`config.mk`:
```
export PLATFORM = sky130hd
export DESIGN_NAME = discovery_reply_field_parser
export DESIGN_NICKNAME = d
export VERILOG_FILES = /design/src/sv/drfp_pkg.sv /design/src/sv/drfp_front.sv /design/src/sv/drfp_fifo.sv /design/src/sv/drfp_back.sv /design/src/sv/discovery_reply_field_parser.sv
export SDC_FILE = /design/constraint.sdc
export NUM_CORES = 1
export LEC_CHECK = 0
export ABC_AREA = 1
export ABC_CLOCK_PERIOD_IN_PS = 6800
export BUFFER_PORTS_ARGS = -buffer_cell sky130_fd_sc_hd__buf_2
export CAP_MARGIN = 0
export CELL_PAD_IN_SITES_DETAIL_PLACEMENT = 2
export CELL_PAD_IN_SITES_GLOBAL_PLACEMENT = 2
export CORE_MARGIN = 2
export CORE_UTILIZATION = 40
export CTS_CLUSTER_SIZE = 10
export DETAILED_ROUTE_END_ITERATION = 6
export HOLD_SLACK_MARGIN = 0.1
export PLACE_DENSITY = 0.82
export SLEW_MARGIN = 30
export SYNTH_ARGS = -nofsm -noshare
export SYNTH_HDL_FRONTEND = slang
export SYNTH_SLANG_ARGS = --single-unit
```
`constraint.sdc`:
```
create_clock -name clk -period 6.8 [get_ports clk]
set_input_delay 1.36 -clock clk [delete_from_list [all_inputs] [get_ports clk]]
set_output_delay 1.36 -clock clk [all_outputs]
set_load 0.05 [all_outputs]
```
`src/sv/drfp_pkg.sv`:
```
// Package for the discovery reply field parser: item and result types, the
// service name, the model substrings and the status codes.
// Depends on nothing; every other file in sv/ imports it.
package drfp_pkg;

  localparam int FIFO_DEPTH = 4;
  localparam int FIFO_PTR_W = $clog2(FIFO_DEPTH);

  localparam logic [63:0] SERVICE_KEY = 64'h5F79_7061_2D73_6370;

  // Three-byte model substrings in priority order, then the two-byte ones.
  localparam logic [23:0] PAT3 [9] = '{
    24'h646D37, 24'h636C35, 24'h636C33, 24'h636C31, 24'h716C35,
    24'h716C31, 24'h746635, 24'h746633, 24'h746631
  };
  localparam logic [15:0] PAT2 [3] = '{16'h7466, 16'h716C, 16'h636C};
  localparam logic [3:0] PAT_CODE [12] = '{
    4'd1, 4'd2, 4'd3, 4'd4, 4'd5, 4'd6, 4'd7, 4'd8, 4'd9, 4'd7, 4'd5, 4'd2
  };
  localparam logic [3:0] TYPE_UNKNOWN = 4'd0;

  typedef enum logic [2:0] {
    ST_OK         = 3'd0,
    ST_NO_SERVICE = 3'd1,
    ST_BAD_HOST   = 3'd2,
    ST_BAD_MODEL  = 3'd3,
    ST_OVERLONG   = 3'd4
  } status_t;

  // One classified byte, as it travels from the front to the back.
  typedef struct packed {
    logic [7:0] data_byte;
    logic [7:0] lc_byte;
    logic       key_hit;
    logic       last;
  } item_t;

  // Result record; status sits in the lowest bits.
  typedef struct packed {
    logic [7:0]  version_length;
    logic [10:0] version_offset;
    logic [7:0]  model_length;
    logic [10:0] model_offset;
    logic [7:0]  host_length;
    logic [10:0] host_offset;
    logic [3:0]  model_type;
    status_t     status;
  } result_t;

  typedef struct packed {
    logic full;
    logic empty;
  } fifo_status_t;

  function automatic logic [7:0] to_lower(input logic [7:0] b);
    logic [7:0] r;
    r = b;
    if (b >= 8'h41 && b <= 8'h5A) r = b + 8'h20;
    return r;
  endfunction

  function automatic logic [11:0] pattern_hits(input logic [15:0] tail,
                                               input logic [7:0] c);
    logic [11:0] h;
    logic [23:0] three;
    three = {tail, c};
    h = '0;
    for (int i = 0; i < 9; i++) h[i] = (three == PAT3[i]);
    for (int i = 0; i < 3; i++) h[9 + i] = (three[15:0] == PAT2[i]);
    return h;
  endfunction

  function automatic logic [3:0] type_code(input logic [11:0] seen);
    logic [3:0] t;
    t = TYPE_UNKNOWN;
    for (int i = 11; i >= 0; i--) begin
      if (seen[i]) t = PAT_CODE[i];
    end
    return t;
  endfunction

endpackage

```
`src/sv/drfp_front.sv`:
```
// Front end of the parser: accepts stream bytes, lowercases them and flags
// the byte that completes the service name. Uses drfp_pkg.
module drfp_front (
  input  logic           clk,
  input  logic           rst,
  input  logic           s_axis_tvalid,
  output logic           s_axis_tready,
  input  logic [7:0]     s_axis_tdata,
  input  logic           s_axis_tlast,
  input  logic           fifo_full,
  output logic           push,
  output drfp_pkg::item_t push_item
);
  import drfp_pkg::*;

  logic [63:0] recent;
  logic [63:0] recent_next;

  assign s_axis_tready = !fifo_full;
  assign push          = s_axis_tvalid && s_axis_tready;
  assign recent_next   = {recent[55:0], s_axis_tdata};

  assign push_item.data_byte = s_axis_tdata;
  assign push_item.lc_byte   = to_lower(s_axis_tdata);
  assign push_item.key_hit   = (recent_next == SERVICE_KEY);
  assign push_item.last      = s_axis_tlast;

  // The byte history starts afresh with every datagram.
  always_ff @(posedge clk) begin
    if (rst) begin
      recent <= '0;
    end else if (push) begin
      recent <= s_axis_tlast ? 64'd0 : recent_next;
    end
  end

endmodule

```
`src/sv/drfp_fifo.sv`:
```
// Short queue of classified bytes between the front and the back.
// Uses drfp_pkg for the item type and depth.
module drfp_fifo (
  input  logic                  clk,
  input  logic                  rst,
  input  logic                  push,
  input  drfp_pkg::item_t       push_item,
  input  logic                  pop,
  output drfp_pkg::item_t       head,
  output drfp_pkg::fifo_status_t stat
);
  import drfp_pkg::*;

  item_t                 mem [FIFO_DEPTH];
  logic [FIFO_PTR_W-1:0] wr_ptr;
  logic [FIFO_PTR_W-1:0] rd_ptr;
  logic [FIFO_PTR_W:0]   count;

  assign head       = mem[rd_ptr];
  assign stat.full  = (count == (FIFO_PTR_W+1)'(FIFO_DEPTH));
  assign stat.empty = (count == '0);

  always_ff @(posedge clk) begin
    if (push) mem[wr_ptr] <= push_item;
  end

  always_ff @(posedge clk) begin
    if (rst) begin
      wr_ptr <= '0;
      rd_ptr <= '0;
      count  <= '0;
    end else begin
      if (push) wr_ptr <= wr_ptr + FIFO_PTR_W'(1);
      if (pop)  rd_ptr <= rd_ptr + FIFO_PTR_W'(1);
      case ({push, pop})
        2'b10:   count <= count + (FIFO_PTR_W+1)'(1);
        2'b01:   count <= count - (FIFO_PTR_W+1)'(1);
        default: count <= count;
      endcase
    end
  end

endmodule

```
`src/sv/drfp_back.sv`:
```
// Back end of the parser: walks the reply layout one queued byte a cycle, but
// a last byte waits until the output result register is free. Uses drfp_pkg.
module drfp_back #(
  parameter int MAX_DATAGRAM = 2048
) (
  input  logic                   clk,
  input  logic                   rst,
  input  drfp_pkg::item_t        head,
  input  drfp_pkg::fifo_status_t fifo_stat,
  output logic                   pop,
  output logic                   m_axis_tvalid,
  input  logic                   m_axis_tready,
  output drfp_pkg::result_t      result
);
  import drfp_pkg::*;

  localparam int PW = $clog2(MAX_DATAGRAM + 2);
  localparam int EW = (PW + 1 > 11) ? PW + 1 : 11;

  typedef enum logic [7:0] {
    PH_SEARCH     = 8'b0000_0001,
    PH_SKIP       = 8'b0000_0010,
    PH_HOST_LEN   = 8'b0000_0100,
    PH_HOST_DATA  = 8'b0000_1000,
    PH_MODEL_LEN  = 8'b0001_0000,
    PH_MODEL_DATA = 8'b0010_0000,
    PH_VER_LEN    = 8'b0100_0000,
    PH_TAIL       = 8'b1000_0000
  } phase_t;

  phase_t      phase, phase_next;
  logic [PW-1:0] pos, pos_next;
  logic [7:0]  left, left_next, left_dec;
  logic [10:0] offs [3];
  logic [10:0] offs_next [3];
  logic [7:0]  lens [3];
  logic [7:0]  lens_next [3];
  logic [15:0] tail, tail_next;
  logic [11:0] seen, seen_next;
  logic [EW-1:0] idx_p1;
  logic [10:0] off_here;
  logic        out_free;
  logic        ver_ok;
  result_t     res_next;

  assign out_free = !m_axis_tvalid || m_axis_tready;
  assign pop      = !fifo_stat.empty && (!head.last || out_free);
  assign left_dec = (left != 8'd0) ? left - 8'd1 : 8'd0;
  assign idx_p1   = EW'(pos) + EW'(1);
  assign off_here = idx_p1[10:0];

  always_comb begin
    phase_next = phase;
    pos_next   = (pos <= PW'(MAX_DATAGRAM)) ? pos + PW'(1) : pos;
    left_next  = left;
    offs_next  = offs;
    lens_next  = lens;
    tail_next  = tail;
    seen_next  = seen;
    case (phase)
      PH_SEARCH: begin
        if (head.key_hit) begin
          phase_next = PH_SKIP;
          left_next  = 8'd2;
        end
      end
      PH_SKIP: begin
        left_next = left_dec;
        if (left_dec == 8'd0) phase_next = PH_HOST_LEN;
      end
      PH_HOST_LEN, PH_MODEL_LEN, PH_VER_LEN: begin
        if (phase == PH_HOST_LEN) begin
          lens_next[0] = head.data_byte;
          offs_next[0] = off_here;
        end else if (phase == PH_MODEL_LEN) begin
          lens_next[1] = head.data_byte;
          offs_next[1] = off_here;
          tail_next    = '0;
        end else begin
          lens_next[2] = head.data_byte;
          offs_next[2] = off_here;
        end
        if (head.data_byte == 8'd0) begin
          phase_next = PH_TAIL;
          left_next  = 8'd0;
        end else begin
          left_next = head.data_byte;
          case (phase)
            PH_HOST_LEN:  phase_next = PH_HOST_DATA;
            PH_MODEL_LEN: phase_next = PH_MODEL_DATA;
            default:      phase_next = PH_TAIL;
          endcase
        end
      end
      PH_HOST_DATA, PH_MODEL_DATA: begin
        if (phase == PH_MODEL_DATA) begin
          seen_next = seen | pattern_hits(tail, head.lc_byte);
          tail_next = {tail[7:0], head.lc_byte};
        end
        left_next = left_dec;
        if (left_dec == 8'd0) begin
          phase_next = (phase == PH_HOST_DATA) ? PH_MODEL_LEN : PH_VER_LEN;
        end
      end
      default: begin
        left_next = left_dec;
      end
    endcase
  end

  // Result for a datagram that ends with the current byte.
  always_comb begin
    res_next = '0;
    if (pos_next > PW'(MAX_DATAGRAM)) begin
      res_next.status = ST_OVERLONG;
    end else if (phase_next == PH_SEARCH) begin
      res_next.status = ST_NO_SERVICE;
    end else if (!((phase_next == PH_MODEL_LEN || phase_next == PH_MODEL_DATA ||
                    phase_next == PH_VER_LEN || phase_next == PH_TAIL) &&
                   lens_next[0] > 8'd4)) begin
      res_next.status = ST_BAD_HOST;
    end else if (!((phase_next == PH_VER_LEN || phase_next == PH_TAIL) &&
                   lens_next[1] > 8'd1)) begin
      res_next.status = ST_BAD_MODEL;
    end else begin
      res_next.status       = ST_OK;
      res_next.model_type   = type_code(seen_next);
      res_next.host_offset  = offs_next[0];
      res_next.host_length  = lens_next[0];
      res_next.model_offset = offs_next[1];
      res_next.model_length = lens_next[1];
      if (ver_ok) begin
        res_next.version_offset = offs_next[2];
        res_next.version_length = lens_next[2];
      end
    end
  end

  assign ver_ok = (phase_next == PH_TAIL) && (lens_next[2] != 8'd0) &&
                  (left_next == 8'd0);

  always_ff @(posedge clk) begin
    if (rst || (pop && head.last)) begin
      phase <= PH_SEARCH;
      pos   <= '0;
      left  <= '0;
      tail  <= '0;
      seen  <= '0;
      for (int i = 0; i < 3; i++) begin
        offs[i] <= '0;
        lens[i] <= '0;
      end
    end else if (pop) begin
      phase <= phase_next;
      pos   <= pos_next;
      left  <= left_next;
      tail  <= tail_next;
      seen  <= seen_next;
      offs  <= offs_next;
      lens  <= lens_next;
    end
  end

  always_ff @(posedge clk) begin
    if (rst) begin
      m_axis_tvalid <= 1'b0;
    end else if (pop && head.last) begin
      m_axis_tvalid <= 1'b1;
    end else if (m_axis_tready) begin
      m_axis_tvalid <= 1'b0;
    end
  end

  always_ff @(posedge clk) begin
    if (pop && head.last) result <= res_next;
  end

endmodule

```
`src/sv/discovery_reply_field_parser.sv`:
```
// Top level of the discovery reply field parser: front classifier, byte queue
// and layout walker. Uses drfp_pkg, drfp_front, drfp_fifo and drfp_back.
//
// Usage:
//   The slave stream carries one datagram byte per transaction in tdata, with
//   tlast on the final byte. Exactly one result transaction leaves on the
//   master stream for every datagram: status, model type and the offset and
//   length of the host, model and version fields (contents are not copied).
//   Bytes are taken at one per cycle while the queue is not full. The last
//   byte of a datagram, behind any bytes queued before it, has its result
//   registered when popped. The back end retires one byte per cycle;
//   only a last byte waits, and only while an earlier result is not taken.
//   While the receiver holds tready low the result stays put, the four-entry
//   queue fills and then s_axis_tready drops. Synchronous reset clears the
//   queue, the parse state and the result valid flag; the first byte can be
//   taken in the cycle after reset falls.
module discovery_reply_field_parser #(
  parameter int MAX_DATAGRAM = 2048
) (
  input  logic        clk,
  input  logic        rst,
  input  logic        s_axis_tvalid,
  output logic        s_axis_tready,
  input  logic [7:0]  s_axis_tdata,   // data_byte
  input  logic        s_axis_tlast,   // end_of_datagram
  output logic        m_axis_tvalid,
  input  logic        m_axis_tready,
  // status[2:0], model_type[6:3], host_offset[17:7], host_length[25:18],
  // model_offset[36:26], model_length[44:37], version_offset[55:45],
  // version_length[63:56]
  output logic [63:0] m_axis_tdata
);
  import drfp_pkg::*;

  logic         push;
  logic         pop;
  item_t        push_item;
  item_t        head;
  fifo_status_t fifo_stat;
  result_t      result;

  drfp_front u_front (
    .clk           (clk),
    .rst           (rst),
    .s_axis_tvalid (s_axis_tvalid),
    .s_axis_tready (s_axis_tready),
    .s_axis_tdata  (s_axis_tdata),
    .s_axis_tlast  (s_axis_tlast),
    .fifo_full     (fifo_stat.full),
    .push          (push),
    .push_item     (push_item)
  );

  drfp_fifo u_fifo (
    .clk       (clk),
    .rst       (rst),
    .push      (push),
    .push_item (push_item),
    .pop       (pop),
    .head      (head),
    .stat      (fifo_stat)
  );

  drfp_back #(
    .MAX_DATAGRAM (MAX_DATAGRAM)
  ) u_back (
    .clk           (clk),
    .rst           (rst),
    .head          (head),
    .fifo_stat     (fifo_stat),
    .pop           (pop),
    .m_axis_tvalid (m_axis_tvalid),
    .m_axis_tready (m_axis_tready),
    .result        (result)
  );

  assign m_axis_tdata = result;

  // A failed datagram reports nothing but its status.
  a_fail_zero: assert property (@(posedge clk) disable iff (rst)
    (m_axis_tvalid && result.status != ST_OK) |->
      (result.model_type == '0 && result.host_length == '0 &&
       result.model_length == '0 && result.version_length == '0))
    else $error("failed result carries field data");

  // A good result always has a host over four bytes and a model over one.
  a_ok_lengths: assert property (@(posedge clk) disable iff (rst)
    (m_axis_tvalid && result.status == ST_OK) |->
      (result.host_length > 8'd4 && result.model_length > 8'd1))
    else $error("ok result with short host or model");

  // The queue is never written while full nor read while empty.
  a_fifo_bounds: assert property (@(posedge clk) disable iff (rst)
    !(push && fifo_stat.full) && !(pop && fifo_stat.empty))
    else $error("byte queue overrun or underrun");

  // A new result is only loaded once the previous one has been taken.
  a_no_overwrite: assert property (@(posedge clk) disable iff (rst)
    (m_axis_tvalid && !m_axis_tready) |-> !(pop && head.last))
    else $error("pending result overwritten");

endmodule
```
* Word level (Yosys, flattened, before mapping) *
Memories as Yosys holds them, arrays and structs flattened. A register that Yosys moved wholly into a read port is not among the register bits.
Cells that the tools add are included.

storage, ports and cells
  latch bits = 0
  output and inout bits = 66
  memories kept = 1
  input bits = 13
  flip-flop bits (word level) = 241
  memory bits (read-only) = 0
  word-level logic and storage cells = 167
  RAM bits = 72

cells by class
  shifts and indexed selects = 0
  $mul = 0
  reductions and logical operators = 37
  order comparisons = 6
  div/mod/pow operators = 0
  $add $sub $neg = 8
  bitwise gates (word level) = 4
  multiplexer cells = 52
  equal/unequal tests = 31

memory list
  name        depth  width  read ports  clocked after memory_dff  wr ports  RTL line         RTL
  u_fifo.mem  4      18     1           1                         1         drfp_fifo.sv:14  item_t mem [FIFO_DEPTH];

operator list
  cell                                                    number
  == test 24 x 23 -> 1 bit (second input constant)        9
  two-way mux 8 bit                                       11
  == test 64 x 63 -> 1 bit (second input constant)        1
  two-way mux 16 bit                                      4
  two-way mux 56 bit                                      1
  == test 16 x 15 -> 1 bit (second input constant)        3
  two-way mux 12 bit                                      3
  two-way mux 11 bit                                      3
  two-way mux 33 bit                                      1
  one-hot mux 16 bit (2 select lines)                     1
  one-hot mux 8 bit (2 select lines)                      2
  one-hot mux 8 bit (4 select lines)                      1
  logical NOT 8 bit                                       3
  two-way mux 24 bit                                      1
  two-way mux 3 bit                                       8
  two-way mux 22 bit                                      1
  == test 8 x 1 -> 1 bit (second input constant)          2
  == test 8 x 5 -> 1 bit (second input constant)          2
  == test 8 x 6 -> 1 bit (second input constant)          2
  == test 8 x 7 -> 1 bit (second input constant)          2
  nonzero test 8 bit                                      2
  adder 12 x 1 -> 12 bit (second input constant)          1
  greater-than comparator 12 bit (second input constant)  1
  <= comparator 12 bit (second input constant)            1
  38 further kinds                                        72

* Logic depth before layout (Yosys ltp) *
  word-level depth = 16
  mapped depth = 20
  depth with buffers taken out = 18

* Cells and area by module *
From an unflattened synthesis, not the netlist that was laid out.

second synthesis, totals
  cell total of the unflattened synthesis = 1760
  area, all modules = 15078.2 um^2

modules (own cells, without submodules)
  module      seq. area each (um^2)  cells an instance  times used  area an instance (um^2)
  drfp_back   4204.0                 1176               1           9193.8
  drfp_fifo   2342.2                 232                1           3151.8
  drfp_front  1121.1                 352                1           2732.6

* Worst setup path before layout *
OpenSTA, ideal clock, no wires.

  path kind = input -> register
  start = input m_axis_tready
  end = register, netlist name u_back.result[0]
  buffers on the path = 0
  stages on the path = 6
  required time = 6.382 ns
  data arrival time = 3.070 ns
  setup slack = 3.312 ns
  setup time = 0.418 ns
  cells stage by stage = inv_1 -> nand3_1 -> nand2_2 -> inv_2 -> nand2_1 -> inv_1

on the way
  word-level cells in the longest chain between the ends = 4

RTL lines
  what               RTL line                            RTL
  from (decl)        discovery_reply_field_parser.sv:27  input logic m_axis_tready,
  logical OR 1 bit   drfp_back.sv:46                     assign out_free = !m_axis_tvalid || m_axis_tready;
  logical OR 1 bit   drfp_back.sv:47                     assign pop = !fifo_stat.empty && (!head.last || out_free);
  logical AND 1 bit  drfp_back.sv:47
  logical AND 1 bit  drfp_back.sv:175                    if (pop && head.last) result <= res_next;

Every way passes these cells.
A chain may end at the register's enable or synchronous reset.

==> results.sh <==
export IMPL_p_leak_uw=0.00581
export IMPL_final_setup_tns_ns=0
export IMPL_post_cts_hold_buffer_count=0
export IMPL_ranking_of_synthesized_cells_by_area="sky130_fd_sc_hd__dfxtp_1 (26%), sky130_fd_sc_hd__edfxtp_1 (26%), sky130_fd_sc_hd__nand2_1 (9.3%)"
export IMPL_level_count_of_the_clock_h_tree=2
export IMPL_timing_final_hold_violations=0
export IMPL_synth_top_area_share_pct=26.3
export IMPL_comb_power_share_pct=42.8
export IMPL_largest_stage_delay_worst_path_ns=0.80
export IMPL_finalWirelength_um=44200
export IMPL_diodes=0
export IMPL_share_clk_of_total_power_pct=23.6
export IMPL_netlist_area_mm2=0.0136
export IMPL_status="completed"
export IMPL_tritoncts="built"
export IMPL_worst_pin_slew_ns=0.914
export IMPL_cp_data_arrival_time_ns=4.35
export IMPL_antenna_violating_nets_left=0
export IMPL_synth_seq_cells=295
export IMPL_worst_setup_hold_path_clk_slew_ns=0.06
export IMPL_finalCritPeriodShare_pct=58.3
export IMPL_grt_first_pass_wirelength_um=71000
export IMPL_power_switching_uw=3550
export IMPL_finalMaxSlewViolations=0
export IMPL_floorplan_die_width_um=188
export IMPL_cell_depth_of_the_worst_flop_to_flop_path=13
export IMPL_clockBufferDepth=3
export IMPL_numPortBuffers=78
export IMPL_timing_worst_setup_path_type="register to register"
export IMPL_drt_initial_drc_count=651
export IMPL_postSynth_topFlopCell="sky130_fd_sc_hd__dfxtp_1"
export IMPL_synth_fp_nets=1652
export IMPL_pwr_share_seq_pct=33.6
export IMPL_period_needed_ns=3.96
export IMPL_finalClockSkew_ns=0.0188
export IMPL_max_cap_violations=0
export IMPL_grt_usage_pct=25.0
export IMPL_switching_share_pct=46.7
export IMPL_crit_path_top_delay_cell="sky130_fd_sc_hd__dfxtp_1"
export IMPL_ioPinCount=79
export IMPL_drt_first_pass_iters=5
export IMPL_worstSkewPairLatency_ns=0.52
export IMPL_start_util_pct=40.6
export IMPL_postCtsSetupBuffers=0
export IMPL_routed_via_density=5.51
export IMPL_avgSynthCellArea_um2=8.35
export IMPL_power_report_internal_total_uw=4060
export IMPL_weighted_congestion_at_the_end_of_routability_driven_global_placement=0.807
export IMPL_vias=11845
export IMPL_std_cell_rows=67
export IMPL_core_region_area_mm2=0.0335
export IMPL_holdCritPathClass="register to register"
export IMPL_synthMostInstantiatedCell="sky130_fd_sc_hd__nand2_1"
export IMPL_cts_root_buf="sky130_fd_sc_hd__clkbuf_16"
export IMPL_grt_setup_unrepaired="false"
export IMPL_final_area_mm2=0.0154
export IMPL_numClockSinks=295
export IMPL_ys_warnings_count=0
export IMPL_critPathMaxFanout=100
export IMPL_ys_seq_area_share_pct=52.0
export IMPL_grt_overflow_total=0
export IMPL_post_cts_resize_count=0
export IMPL_area_growth_syn_to_layout_pct=12.9
export IMPL_netlist_instances=1628
export IMPL_crit_path_cell_trace="inv_2, o21ai_1, o22ai_1, nand3_1, nand2_2, inv_2, buf_6, nand2_1, nand2_2, buf_4, nor2_1, o21ai_0, inv_1"
export IMPL_tritoncts_num_buffers=37
export IMPL_timing_critical_path_depth=13
export IMPL_setup_worst_path_start_class="register"
export IMPL_grt_pass1_vias=12849
export IMPL_die_area_mm2=0.0355
export IMPL_fraction_of_final_layout_cells_sized_beyond_drive_strength_1_pct=12.6
export IMPL_placed_cell_area_mm2=0.0142
export IMPL_slew_limit_headroom_pct=39.0
export IMPL_maximum_number_of_pins_on_one_net_before_global_route_repair=101
export IMPL_nets=1700
export IMPL_chipHeight_um=188
export IMPL_cp_end_kind="register"
export IMPL_synth_edff_count=116
export IMPL_power_density_cell_area_mw_per_mm2=495
export IMPL_final_setup_viol_count=0
export IMPL_cell_variety_after_synth=49
export IMPL_min_delay_path_depth=2
export IMPL_post_synth_top_area_cell="sky130_fd_sc_hd__dfxtp_1"
export IMPL_drt_drc_violations_left=0
export IMPL_post_synth_most_frequent_cells="sky130_fd_sc_hd__nand2_1 (336), sky130_fd_sc_hd__dfxtp_1 (179), sky130_fd_sc_hd__nor2_1 (144)"
export IMPL_avgRoutedWirePerCell_um=20.5
export IMPL_post_dp_hpwl_um=29900
export IMPL_critical_path_s_top_delay_family="buffers and inverters"
export IMPL_initial_antenna_violation_count=1
export IMPL_fin_hold_ws_ns=0.463
export IMPL_critical_path_buf_inv_count=5
export IMPL_vdd_drop_max_v=0.000291
export IMPL_max_freq_mhz=252
export IMPL_required_ns=7.19
export IMPL_ys_async_sr_fraction_pct=0
-- power groups by stage --
stage	Combinational (uW)	Sequential [uW]	Clock, uW
floorplan	1810	3050	0
global placement	3080	2550	0
detailed placement	3220	2580	0
CTS	3260	2560	1840
global route	3560	2600	1910
finish	3250	2550	1800
-- state kept, by name, indices dropped and copies added (netlist names), named ones only --
signal and flops:
u_back.result 64, u_fifo.count 3, u_back.m_axis_tvalid 1, u_back.offs 33
u_back.seen 12, u_back.pos 12, u_back.phase 8, u_fifo.wr_ptr 2
u_back.lens 24, u_back.left 8, u_front.recent 56, u_fifo.mem 52
u_back.tail 16, u_fifo.rd_ptr 2
-- worst paths after layout --
path | from | slack, ns | end
min | u_back.seen[2]$_SDFFE_PP0P_ | 0.46 | u_back.seen[2]$_SDFFE_PP0P_
max | register | 2.84 | u_back.left[2]$_SDFFE_PP0P_
max reg2reg | register | 2.84 | u_back.left[2]$_SDFFE_PP0P_
min reg2reg | u_back.seen[2]$_SDFFE_PP0P_ | 0.46 | u_back.seen[2]$_SDFFE_PP0P_
-- cell usage in the layout, fill, tap and decap left out, types with 4 or more instances in the layout --
master,count
sky130_fd_sc_hd__o211ai_1,10
sky130_fd_sc_hd__clkbuf_1,19
sky130_fd_sc_hd__inv_2,13
sky130_fd_sc_hd__edfxtp_1,116
sky130_fd_sc_hd__clkbuf_16,38
sky130_fd_sc_hd__a211oi_1,26
sky130_fd_sc_hd__dfxtp_1,178
sky130_fd_sc_hd__nand4_1,21
sky130_fd_sc_hd__buf_2,78
sky130_fd_sc_hd__buf_4,14
sky130_fd_sc_hd__xor2_1,7
sky130_fd_sc_hd__nand2_2,8
sky130_fd_sc_hd__inv_1,131
sky130_fd_sc_hd__o21ai_0,120
sky130_fd_sc_hd__nor2_1,143
sky130_fd_sc_hd__nand2_1,334
sky130_fd_sc_hd__nor4_1,11
sky130_fd_sc_hd__nor2_2,14
sky130_fd_sc_hd__o21ai_1,8
sky130_fd_sc_hd__a21oi_1,142
sky130_fd_sc_hd__ha_1,10
sky130_fd_sc_hd__nor3_1,16
sky130_fd_sc_hd__nor2_4,4
sky130_fd_sc_hd__o21a_1,24
sky130_fd_sc_hd__nor3_2,21
sky130_fd_sc_hd__mux2i_1,9
sky130_fd_sc_hd__nand3_1,143
sky130_fd_sc_hd__clkinv_1,4
-- logic make-up (layout without fill, tap and decap cells) --
kind of cell	Yosys count	count (layout)	synth area share (%)
AND/OR/NAND/NOR	727	727	24.3
AO/OA/AOI/OAI	348	348	14.3
flip-flops	295	295	52.0
buffers and inverters	231	306	7.27
adder cells (fa/ha/maj)	11	11	1.07
multiplexers	9	9	0.662
XOR/XNOR	7	7	0.451
-- stage by stage --
step	power, uW	worst slack, ns	util (%)	cells
final	7600	2.84	45.8	2151
after global routing	8070	2.47	45.8	2151
after CTS	7660	2.34	45.7	2150
after detailed placement	5810	2.37	42.5	2084
after global placement	5630	2.59	42.5	2084
after floorplan	4860	3.31	-	1628
-- worst reg2reg max path, cell delays in order, from the launching register on --
cell and delay (ns):
sky130_fd_sc_hd__dfxtp_1 0.80, sky130_fd_sc_hd__inv_2 0.33, sky130_fd_sc_hd__o21ai_1 0.19, sky130_fd_sc_hd__o22ai_1 0.14, sky130_fd_sc_hd__nand3_1 0.11, sky130_fd_sc_hd__nand2_2 0.06
sky130_fd_sc_hd__inv_2 0.05, sky130_fd_sc_hd__buf_6 0.51, sky130_fd_sc_hd__nand2_1 0.26, sky130_fd_sc_hd__nand2_2 0.48, sky130_fd_sc_hd__buf_4 0.58, sky130_fd_sc_hd__nor2_1 0.11
sky130_fd_sc_hd__o21ai_0 0.13, sky130_fd_sc_hd__inv_1 0.07
-- per-layer routing --
metal / vias to the layer above / routed length (um) / track usage, %
met3: 73 / 1530 / 3.17
li1: 5608 / - / -
met4: 0 / 1020 / 6.91
met1: 5968 / 19200 / 31.2
met2: 196 / 22400 / 45.1
met5: - / 0 / 0
-- area by class of cell --
class / instances / area, um^2
clock buffer: 59 / 1050
clock inverter: 7 / 42.5
fill: 3687 / 18200
inverter: 146 / 553
multi-input combinational: 1102 / 5560
sequential: 295 / 7070
tap: 448 / 561
timing repair buffer: 94 / 527
Note: power is estimated with default switching activity, not from simulation.
